File: src/design/pll_frequency_word_calc_core_assert.svh
// Assertion macros shared by the frequency word calculator modules.
// Expects clk and rst_n in the scope of each use.
`ifndef PLL_FREQUENCY_WORD_CALC_CORE_ASSERT_SVH
`define PLL_FREQUENCY_WORD_CALC_CORE_ASSERT_SVH

// Same-cycle implication.
`define PWC_ASSERT_IMPL(lbl, ante, cons, msg) \
  lbl: assert property (@(posedge clk) disable iff (!rst_n) (ante) |-> (cons)) \
    else $error(msg);

// Next-cycle implication.
`define PWC_ASSERT_NEXT(lbl, ante, cons, msg) \
  lbl: assert property (@(posedge clk) disable iff (!rst_n) (ante) |=> (cons)) \
    else $error(msg);

`endif

File: src/design/pwc_pkg.sv
// Types, constants and helper functions for the PLL frequency word calculator.
// No dependencies.
package pwc_pkg;

  localparam int FREQ_W  = 16;
  localparam int PFD_W   = 9;
  localparam int DIVD_W  = 19;
  localparam int WORD_W  = 32;
  localparam int FRAC_W  = 10;
  localparam int KEXP_W  = 3;
  localparam int CIDX_W  = 1;

  localparam logic [FREQ_W-1:0] FREQ_MIN = 16'd350;
  localparam logic [FREQ_W-1:0] FREQ_MAX = 16'd44000;
  localparam logic [FRAC_W-1:0] MOD_FULL = 10'd1000;
  localparam logic [WORD_W-1:0] R1_BASE  = 32'h0000_8001;
  localparam logic [WORD_W-1:0] R4_BASE  = 32'h008C_803C;

  localparam logic [PFD_W-1:0]  PFD_RESET  = 9'd250;
  localparam logic [WORD_W-1:0] MUTE_RESET = 32'h00EC_801C;

  localparam logic [CIDX_W-1:0] CFG_IDX_PFD  = 1'b0;
  localparam logic [CIDX_W-1:0] CFG_IDX_MUTE = 1'b1;

  // Clamped-frequency window (inclusive low, exclusive high) for divider 2^k
  localparam logic [FREQ_W-1:0] K_LO [6] = '{16'd22000, 16'd11000, 16'd5500,
                                              16'd2750, 16'd1380, 16'd690};
  localparam logic [FREQ_W-1:0] K_HI [6] = '{16'd44010, 16'd22010, 16'd11010,
                                              16'd5510, 16'd2760, 16'd1380};

  typedef struct packed {
    logic              start;
    logic [DIVD_W-1:0] dividend;
  } div_ctl_t;

  typedef struct packed {
    logic              done;
    logic [DIVD_W-1:0] quo;
    logic [PFD_W-1:0]  rem;
  } div_sts_t;

  function automatic logic [KEXP_W-1:0] pick_k(input logic [FREQ_W-1:0] f);
    logic [KEXP_W-1:0] k;
    k = 3'd6;
    for (int i = 5; i >= 0; i--) begin
      if (f >= K_LO[i] && f < K_HI[i]) k = KEXP_W'(i);
    end
    return k;
  endfunction

  function automatic logic [FRAC_W-1:0] mod_of(input logic [1:0] fives,
                                               input logic [1:0] twos);
    logic [FRAC_W-1:0] m;
    case (fives)
      2'd0:    m = 10'd1000;
      2'd1:    m = 10'd200;
      2'd2:    m = 10'd40;
      default: m = 10'd8;
    endcase
    return m >> twos;
  endfunction

endpackage

File: src/design/pwc_div.sv
// Bit-serial restoring divider: one quotient bit per cycle, DIVD_W quotient bits.
// Depends on pwc_pkg and the assertion macro header.
`include "pll_frequency_word_calc_core_assert.svh"

module pwc_div (
  input  logic                     clk,
  input  logic                     rst_n,
  input  pwc_pkg::div_ctl_t        ctl,
  input  logic [pwc_pkg::PFD_W-1:0] divisor,
  output pwc_pkg::div_sts_t        sts
);
  import pwc_pkg::*;

  localparam int CNT_W = $clog2(DIVD_W);
  localparam logic [CNT_W-1:0] LAST = CNT_W'(DIVD_W - 1);

  logic              busy_r, busy_nxt;
  logic              done_r, done_nxt;
  logic [CNT_W-1:0]  cnt_r, cnt_nxt;
  logic [PFD_W-1:0]  rem_r, rem_nxt;
  logic [DIVD_W-1:0] shf_r, shf_nxt;
  logic [PFD_W:0]    trial;
  logic              qbit;

  assign trial = {rem_r, shf_r[DIVD_W-1]};
  assign qbit  = (trial >= {1'b0, divisor});

  always_comb begin
    busy_nxt = busy_r;
    done_nxt = 1'b0;
    cnt_nxt  = cnt_r;
    rem_nxt  = rem_r;
    shf_nxt  = shf_r;
    if (ctl.start) begin
      busy_nxt = 1'b1;
      cnt_nxt  = '0;
      rem_nxt  = '0;
      shf_nxt  = ctl.dividend;
    end else if (busy_r) begin
      rem_nxt = qbit ? PFD_W'(trial - {1'b0, divisor}) : trial[PFD_W-1:0];
      shf_nxt = {shf_r[DIVD_W-2:0], qbit};
      cnt_nxt = cnt_r + 1'b1;
      if (cnt_r == LAST) begin
        busy_nxt = 1'b0;
        done_nxt = 1'b1;
      end
    end
  end

  always_ff @(posedge clk) begin
    if (!rst_n) begin
      busy_r <= 1'b0;
      done_r <= 1'b0;
      cnt_r  <= '0;
      rem_r  <= '0;
    end else begin
      busy_r <= busy_nxt;
      done_r <= done_nxt;
      cnt_r  <= cnt_nxt;
      rem_r  <= rem_nxt;
    end
    shf_r <= shf_nxt;
  end

  assign sts.done = done_r;
  assign sts.quo  = shf_r;
  assign sts.rem  = rem_r;

  `PWC_ASSERT_IMPL(a_done_idle, done_r, !busy_r, "divider done while busy")
  `PWC_ASSERT_IMPL(a_cnt_range, busy_r, cnt_r <= LAST, "divider step count overrun")
  `PWC_ASSERT_IMPL(a_rem_bound, busy_r && !ctl.start, rem_r < divisor,
                   "partial remainder not below divisor")

endmodule

File: src/design/pll_frequency_word_calc_core.sv
// Flow: after the input transfer, two passes (load plus 19 steps) through the shared
// serial divider, then the reduction states ST_RED5 and ST_RED2. Four words then leave
// one per cycle while out_stall is low; the next request can be taken the cycle after
// the last word transfer.
// Reset (rst_n, synchronous): idle, pfd_tenths = 250, mute_word = 0xEC801C.
`include "pll_frequency_word_calc_core_assert.svh"

module pll_frequency_word_calc_core (
  input  logic                       clk,
  input  logic                       rst_n,
  input  logic                       in_valid,
  output logic                       in_stall,
  input  logic [pwc_pkg::FREQ_W-1:0] in_freq_tenths,
  output logic                       out_valid,
  input  logic                       out_stall,
  output logic [pwc_pkg::WORD_W-1:0] out_reg_word,
  output logic                       out_last_word,
  input  logic                       cfg_we,
  input  logic [pwc_pkg::CIDX_W-1:0] cfg_index,
  input  logic [pwc_pkg::WORD_W-1:0] cfg_wdata
);
  import pwc_pkg::*;

  typedef enum logic [2:0] {
    ST_IDLE, ST_DIV1, ST_DIV2, ST_RED5, ST_RED2, ST_OUT
  } state_t;

  localparam logic [1:0] W_MUTE = 2'd0;
  localparam logic [1:0] W_R0   = 2'd1;
  localparam logic [1:0] W_R1   = 2'd2;
  localparam logic [1:0] W_R4   = 2'd3;

  state_t            state_r, state_nxt;
  logic [PFD_W-1:0]  pfd_r, pfd_nxt;
  logic [WORD_W-1:0] mute_r, mute_nxt;
  logic [FREQ_W-1:0] int_r, int_nxt;
  logic [FRAC_W-1:0] frac_r, frac_nxt;
  logic [KEXP_W-1:0] k_r, k_nxt;
  logic [1:0]        fives_r, fives_nxt;
  logic [1:0]        twos_r, twos_nxt;
  logic [1:0]        widx_r, widx_nxt;

  logic [FREQ_W-1:0] f_clamp;
  logic [KEXP_W-1:0] k_in;
  logic [FREQ_W-1:0] fd;
  logic [PFD_W-1:0]  pfd_eff;
  logic [17:0]       prod5;
  logic [7:0]        q5;
  logic [FRAC_W-1:0] q5x5;
  logic              in_xfer, out_xfer;
  div_ctl_t          div_ctl;
  div_sts_t          div_sts;

  assign f_clamp = (in_freq_tenths < FREQ_MIN) ? FREQ_MIN :
                   (in_freq_tenths > FREQ_MAX) ? FREQ_MAX : in_freq_tenths;
  assign k_in    = pick_k(f_clamp);
  assign fd      = f_clamp << k_in;
  assign pfd_eff = (pfd_r == '0) ? PFD_W'(1) : pfd_r;

  // exact divide by 5 for multiples of 5 below 1024
  assign prod5 = frac_r * 8'd205;
  assign q5    = prod5[17:10];
  assign q5x5  = {q5, 2'b00} + {2'b00, q5};

  assign in_stall  = (state_r != ST_IDLE);
  assign in_xfer   = in_valid && !in_stall;
  assign out_valid = (state_r == ST_OUT);
  assign out_xfer  = out_valid && !out_stall;

  always_comb begin
    div_ctl.start    = 1'b0;
    div_ctl.dividend = DIVD_W'(fd);
    if (in_xfer) begin
      div_ctl.start = 1'b1;
    end else if (state_r == ST_DIV1 && div_sts.done) begin
      div_ctl.start    = 1'b1;
      div_ctl.dividend = DIVD_W'(div_sts.rem) * DIVD_W'(1000);
    end
  end

  pwc_div u_div (
    .clk     (clk),
    .rst_n   (rst_n),
    .ctl     (div_ctl),
    .divisor (pfd_eff),
    .sts     (div_sts)
  );

  always_comb begin
    state_nxt = state_r;
    pfd_nxt   = pfd_r;
    mute_nxt  = mute_r;
    int_nxt   = int_r;
    frac_nxt  = frac_r;
    k_nxt     = k_r;
    fives_nxt = fives_r;
    twos_nxt  = twos_r;
    widx_nxt  = widx_r;
    if (cfg_we) begin
      case (cfg_index)
        CFG_IDX_PFD:  pfd_nxt  = cfg_wdata[PFD_W-1:0];
        CFG_IDX_MUTE: mute_nxt = cfg_wdata;
        default:      ;
      endcase
    end
    case (state_r)
      ST_IDLE: begin
        if (in_xfer) begin
          k_nxt     = k_in;
          state_nxt = ST_DIV1;
        end
      end
      ST_DIV1: begin
        if (div_sts.done) begin
          int_nxt   = div_sts.quo[FREQ_W-1:0];
          state_nxt = ST_DIV2;
        end
      end
      ST_DIV2: begin
        if (div_sts.done) begin
          frac_nxt  = div_sts.quo[FRAC_W-1:0];
          fives_nxt = 2'd0;
          twos_nxt  = 2'd0;
          state_nxt = ST_RED5;
        end
      end
      ST_RED5: begin
        if (fives_r != 2'd3 && q5x5 == frac_r) begin
          frac_nxt  = FRAC_W'(q5);
          fives_nxt = fives_r + 2'd1;
        end else begin
          state_nxt = ST_RED2;
        end
      end
      ST_RED2: begin
        if (twos_r != 2'd3 && !frac_r[0]) begin
          frac_nxt = frac_r >> 1;
          twos_nxt = twos_r + 2'd1;
        end else begin
          widx_nxt  = W_MUTE;
          state_nxt = ST_OUT;
        end
      end
      ST_OUT: begin
        if (out_xfer) begin
          widx_nxt = widx_r + 2'd1;
          if (widx_r == W_R4) state_nxt = ST_IDLE;
        end
      end
      default: state_nxt = ST_IDLE;
    endcase
  end

  always_ff @(posedge clk) begin
    if (!rst_n) begin
      state_r <= ST_IDLE;
      pfd_r   <= PFD_RESET;
      mute_r  <= MUTE_RESET;
      widx_r  <= W_MUTE;
    end else begin
      state_r <= state_nxt;
      pfd_r   <= pfd_nxt;
      mute_r  <= mute_nxt;
      widx_r  <= widx_nxt;
    end
    int_r   <= int_nxt;
    frac_r  <= frac_nxt;
    k_r     <= k_nxt;
    fives_r <= fives_nxt;
    twos_r  <= twos_nxt;
  end

  always_comb begin
    case (widx_r)
      W_MUTE:  out_reg_word = mute_r;
      W_R0:    out_reg_word = {1'b0, int_r, 15'd0} | (WORD_W'(frac_r) << 3);
      W_R1:    out_reg_word = R1_BASE + (WORD_W'(mod_of(fives_r, twos_r)) << 3);
      W_R4:    out_reg_word = R4_BASE + (WORD_W'(k_r) << 20);
      default: out_reg_word = mute_r;
    endcase
  end

  assign out_last_word = (widx_r == W_R4);

  `PWC_ASSERT_IMPL(a_done_state, div_sts.done,
                   state_r == ST_DIV1 || state_r == ST_DIV2,
                   "divider finished outside a divide phase")
  `PWC_ASSERT_IMPL(a_frac_range, out_valid, frac_r < MOD_FULL,
                   "fraction out of range at output")
  `PWC_ASSERT_NEXT(a_ready_after, out_xfer && out_last_word, !in_stall,
                   "not ready after final word transfer")

endmodule

File: config.mk
export PLATFORM = sky130hd
export DESIGN_NAME = pll_frequency_word_calc_core
export DESIGN_NICKNAME = d
export VERILOG_FILES = /design/src/design/pwc_pkg.sv /design/src/design/pwc_div.sv /design/src/design/pll_frequency_word_calc_core.sv
export VERILOG_INCLUDE_DIRS = /design/src /design/src/design
export SDC_FILE = /design/constraint.sdc
export NUM_CORES = 1
export LEC_CHECK = 0
export BUFFER_PORTS_ARGS = -buffer_cell sky130_fd_sc_hd__buf_4
export CAP_MARGIN = 5
export CORE_ASPECT_RATIO = 0.9
export CORE_MARGIN = 5
export CORE_UTILIZATION = 56
export CTS_CLUSTER_DIAMETER = 100
export DETAILED_ROUTE_END_ITERATION = 10
export GPL_ROUTABILITY_DRIVEN = 1
export PLACE_DENSITY = 0.83
export SLEW_MARGIN = 20
export SYNTH_ARGS = -nofsm -noshare
export SYNTH_HDL_FRONTEND = slang
export SYNTH_HIERARCHICAL = 1
export SYNTH_SLANG_ARGS = --single-unit
File: constraint.sdc
create_clock -name clk -period 6.6 [get_ports clk]
set_clock_uncertainty 0.2 [all_clocks]
set_input_delay 0.33 -clock clk [delete_from_list [all_inputs] [get_ports clk]]
set_output_delay 0.33 -clock clk [all_outputs]
set_load 0.005 [all_outputs]
Word-level counts from Yosys, hierarchy flattened:

Cells that the tools add are included.

* bits in registers: 114
* bits of input ports: 54
* output and inout port bits: 35

* $add $sub $neg: 8
* multipliers: 2
* order comparisons: 15
* equal/unequal tests: 23
* shift-type cells: 2
* multiplexer cells: 42
* bitwise operators: 4
* reduce and logical (&&, ||, !) cells: 35

Operators with widths (count)
* $pmux W32 S4: 1
* $pmux W10 S3: 2
* $mux W19: 3
* $mux W10: 4
* $mux W3: 11
* $mux W16: 2
* $or A31 B13 Y31: 1
* $add A24 B23 Y25 const A: 1
* $mux W20: 1
* $mul A10 B8 Y18 const B: 1
* $mux W9: 2
* $pmux W3 S6: 1
* $add A16 B13 Y17 const A: 1
* $ge A16 B10 Y1 const B: 1
* $ge A16 B11 Y1 const B: 1
* $ge A16 B12 Y1 const B: 1
* $ge A16 B13 Y1 const B: 1
* $ge A16 B14 Y1 const B: 1
* $ge A16 B15 Y1 const B: 1
* $gt A16 B16 Y1 const B: 1
* $lt A16 B11 Y1 const B: 1
* $lt A16 B12 Y1 const B: 1
* $lt A16 B13 Y1 const B: 1
* $lt A16 B14 Y1 const B: 1
* 37 further kinds: 89

Logic depth before layout (Yosys ltp):

* depth after elaboration: 15
* depth in mapped cells: 25
* depth with buffers taken out: 25

Modules after synthesis:

Netlist, hierarchy kept.

Modules (own cells, without submodules)
* pll_frequency_word_calc_core: instances 1, cells an instance 1028, area an instance 8510.7 µm²
* pwc_div: instances 1, cells an instance 182, area an instance 1975.6 µm²

Worst setup path after synthesis:

Ideal clock, no wire load.

* path type: register to register
* start point: register frac_r[7]
* end point: register frac_r[0] (enable)
* setup time: 0.381 ns
* arrival: 6.145 ns
* setup slack: -0.126 ns
* cell stages (with the launch flop): 26
* buffers on the path: 0
* period minus slack after synthesis: 6.726 ns
* path through: edfxtp_1 > ha_1 > inv_1 > fa_1 > inv_1 > fa_1 > inv_1 > fa_1 > inv_1 > ha_1 > o21a_1 > o31a_1 > o21ai_1 > inv_1 > a21oi_1 > xnor2_1 > inv_1 > fa_1 > inv_1 > nand2_1 > o221ai_1 > xnor2_1 > or3b_2 > o31ai_1 > o2111ai_1 > o22ai_1

* longest elaborated chain between the ends: 6

Ends and longest elaborated chain
* start: declaration: RTL line pll_frequency_word_calc_core.sv:37 `logic [FRAC_W-1:0] frac_r, frac_nxt;`
* start signal: assignment: RTL line pll_frequency_word_calc_core.sv:167 `frac_r <= frac_nxt;`
* $mul A10 B8 Y18: RTL line pll_frequency_word_calc_core.sv:61 `assign prod5 = frac_r * 8'd205;`
* $add A10 B8 Y10: RTL line pll_frequency_word_calc_core.sv:63 `assign q5x5 = {q5, 2'b00} + {2'b00, q5};`
* $eq A10 B10 Y1 *: RTL line pll_frequency_word_calc_core.sv:128 `if (fives_r != 2'd3 && q5x5 == frac_r) begin`
* $logic_and A1 B1 Y1 *: RTL line pll_frequency_word_calc_core.sv:128
* $ne A2 B2 Y1 (no line) *
* $reduce_and A4 Y1 (no line) *

Every way passes the cells marked *; elsewhere a longest branch is shown, timed or not.
A chain may end at the register's enable or synchronous reset.

Worst setup path in the final report:

* start point: register frac_r[1]
* end point: register frac_r[0] (enable)

Same word-level chain as after synthesis.

==> flow_metrics.env <==
export IMPL_status="finished clean"
export IMPL_fin_util_pct=68.5
export IMPL_io_buffers=88
export IMPL_post_route_drc_count=0
export IMPL_drtIter0Drc=970
export IMPL_wl_met1_mm=12.3
export IMPL_startpoint_type="flop"
export IMPL_cts_buffers=17
export IMPL_wl_per_cell_um=19.3
export IMPL_antenna_left=0
export IMPL_clock_path_buffers=2
export IMPL_critical_path_endpoint="frac_r[0]"
export IMPL_syn_cell_area_um2=10500
export IMPL_num_vias=9846
export IMPL_drive_gt1_share_pct=17.3
export IMPL_path_common_cell="ha_1"
export IMPL_endpoint_kind="flop"
export IMPL_fill_cells=1266
export IMPL_cp_max_fo=5
export IMPL_dieArea_um2=21600
export IMPL_drv_slew=0
export IMPL_ys_flop_type="dfxtp_1"
export IMPL_grt_pass1_vias=9018
export IMPL_max_freq_mhz=153
export IMPL_hpwl_mm=20.5
export IMPL_rows=47
export IMPL_drt_wl_total_mm=30.4
export IMPL_synth_edf_count=52
export IMPL_rr_worst_depth=24
export IMPL_max_stage_delay_ns=0.50
export IMPL_antenna_found_initial=1
export IMPL_syn2layout_area_growth_pct=20.2
export IMPL_netlist_cell_type_count=88
export IMPL_clk_pin_slew_ns=0.06
export IMPL_peakVddDrop_uv=154
export IMPL_grt_max_degree=57
export IMPL_track_usage_pct=26.0
export IMPL_worstPathRequired_ns=6.53
export IMPL_syn_inst=1210
export IMPL_start_util_pct=57.0
export IMPL_max_slew_margin_pct=27.8
export IMPL_critPathKind="reg2reg"
export IMPL_dr_wl_met3_mm=3.08
export IMPL_die_y_um=140
export IMPL_nNetsFinal=1526
export IMPL_worst_pin_slew_ns=1.08
export IMPL_maxCapViolCount=0
export IMPL_hold_start="cfg_wdata[16]"
export IMPL_tns_ns=0
export IMPL_routabilityCongestion=0.936
export IMPL_synth_top_cell_by_area="edfxtp_1"
export IMPL_first_pass_iters=5
export IMPL_grt_first_pass_wirelength_mm=46.3
export IMPL_wl_met2_mm=14.2
export IMPL_p_total_w=0.00223
export IMPL_die_x_um=154
export IMPL_clock_latency_ns=0.41
export IMPL_leakage_nw=5.61
export IMPL_async_flop_share_pct=0
export IMPL_ys_seq_area_share_pct=26.7
export IMPL_yosysMostFrequentCell="nand2_1"
export IMPL_startpoint="frac_r[1]"
export IMPL_hold_path_class="in2reg"
export IMPL_io_pins=89
export IMPL_powerDensity_nw_per_um2=177
export IMPL_arrival_ns=6.48
export IMPL_grt_ovfl_total=0
export IMPL_path_cells="buf_4 > ha_1 > xor2_1 > ha_1 > fa_1 > fa_1 > ha_1 > and4_1 > a32o_2 > o221a_4 > o31ai_4 > inv_2 > ha_4 > inv_1 > fa_2 > inv_2 > a31oi_2 > o221ai_2 > xnor2_2 > or3b_2 > o31ai_4 > o2111ai_4 > o22ai_4 > clkbuf_16"
export IMPL_ys_warn_count=6
export IMPL_clock_sinks=114
export IMPL_syn_nets=1419
export IMPL_cts_root_buf="clkbuf_16"
export IMPL_critical_path_slowest_cell="edfxtp_1"
export IMPL_diodes=0
export IMPL_cts_tree="yes"
export IMPL_cts_max_level=4
export IMPL_fin_crit_ns=6.55
export IMPL_core_area_um2=18400
export IMPL_r2r_end="frac_r[0]"
export IMPL_synth_area_leaders="edfxtp_1, ha_1, dfxtp_1"
export IMPL_top_layer="met4"
export IMPL_reg2reg_slack_ns=0.05
export IMPL_setup_viol=0
export IMPL_hold_violations=0
export IMPL_min_period_over_period_pct=99.2
export IMPL_avgSynthCellArea_um2=8.67
export IMPL_synth_top_area_share_pct=14.9
export IMPL_netlist_top_cells_count="nand2_1, ha_1, inv_1, nor2_1, a21oi_1"
export IMPL_ys_ff_latch=114
export IMPL_r2r_start="frac_r[1]"
export IMPL_via_per_inst=6.25
export IMPL_multi_input_area_um2=7270
export IMPL_regArea_um2=2800
[stage by stage]
step	hold slack [ns]	instance area, um^2	instances	setup WS (ns)
after global placement	0.230	11300	1489	0.0884
after global routing	0.00515	12600	1575	-0.101
after detailed placement	0.229	11300	1489	-0.132
final	0.00929	12600	1575	0.0499
after floorplan	0.219	10500	1210	0.101
after CTS	0.00358	12200	1557	0.00770
[flip-flops by register name, summed over array words and instances, names as in the netlist, 2 cells and up]
| name | flops |
|---|---|
| u_div/rem_r | 9 |
| widx_r | 2 |
| frac_r | 10 |
| state_r | 3 |
| twos_r | 2 |
| fives_r | 2 |
| int_r | 16 |
| u_div/shf_r | 19 |
| pfd_r | 9 |
| mute_r | 32 |
| k_r | 3 |
| u_div/cnt_r | 5 |
[worst max-delay path, delay by kind of cell, from the launching register on]
kind	cells	cell delay [ns]
compound gates	8	1.67
xor+xnor	2	0.34
fa+ha+maj	7	2.27
buf+inv	5	0.63
flops	1	0.50
simple gates	2	0.65
[cell type report]
cell class / instances / area share, %
Clock buffer: 18 / 3.48
Clock inverter: 14 / 0.824
Inverter: 105 / 3.13
Multi-Input combinational cell: 920 / 57.6
Sequential cell: 114 / 22.2
Tap cell: 245 / 2.43
Timing Repair Buffer: 159 / 10.3
[cell families after synthesis]
family | share of synthesized area, %
and+or+nand+nor | 15.9
AOI/OAI and AO/OA | 20.1
buffers and inverters | 6.50
adders and majority gates | 21.6
DFF | 26.7
xor gates and xnor gates | 4.31
muxes | 4.77
[worst min path at each step]
stage,end,slack (ns),cells after the start
floorplan,int_r[10],0.22,0
global placement,int_r[13],0.23,0
detailed placement,int_r[13],0.23,0
CTS,mute_r[16],0.004,3
global route,mute_r[16],0.005,3
finish,mute_r[16],0.009,3
[where the power goes]
| group | switching [W] | internal, W | leakage [nW] |
|---|---|---|---|
| combinational | 0.000283 | 0.000232 | 4.34 |
| sequential | 0.0000672 | 0.000809 | 0.992 |
| clock | 0.000346 | 0.000494 | 0.276 |
| total | 0.000696 | 0.00153 | 5.61 |
[cells in the final DEF, fill, tap and decap left out, drive strengths merged, types with 5 or more instances in the layout]
cell         count
or3              5
nor3            18
a21oi           64
fa              44
inv            112
a221oi           6
xnor2           31
ha             111
o31ai            5
a31oi           11
nand2          176
clkbuf          20
mux2i           14
a22oi           12
nand2b          10
a211oi           9
a21boi          29
xor2            18
edfxtp          52
dfxtp           62
mux2            32
o21a             7
nor2            64
nand4           10
a21o            15
dlygate4sd3     29
and2            10
nor4             6
o22ai           13
buf            128
clkinv           7
o21ai           70
nand3           25
nor2b           13
o211ai          15
and3             6
[what timing repair did]
item / CTS / global route
endpoints found under the setup margin: 10 / 13
endpoints found under the hold margin: 36 / 0
cloned: 0 / 1
gates resized for setup: 4 / 36
hold buffers: 29 / 0
pin swaps: 2 / 28
buffers inserted: 7 / 17
[metal layers]
layer / global-route usage (%) / vias to the layer above
li1: - / 4502
met1: 37.0 / 4669
met2: 41.8 / 588
met3: 4.25 / 87
met4: 5.99 / 0
met5: 0 / -
(Power assumes the default switching activity.)
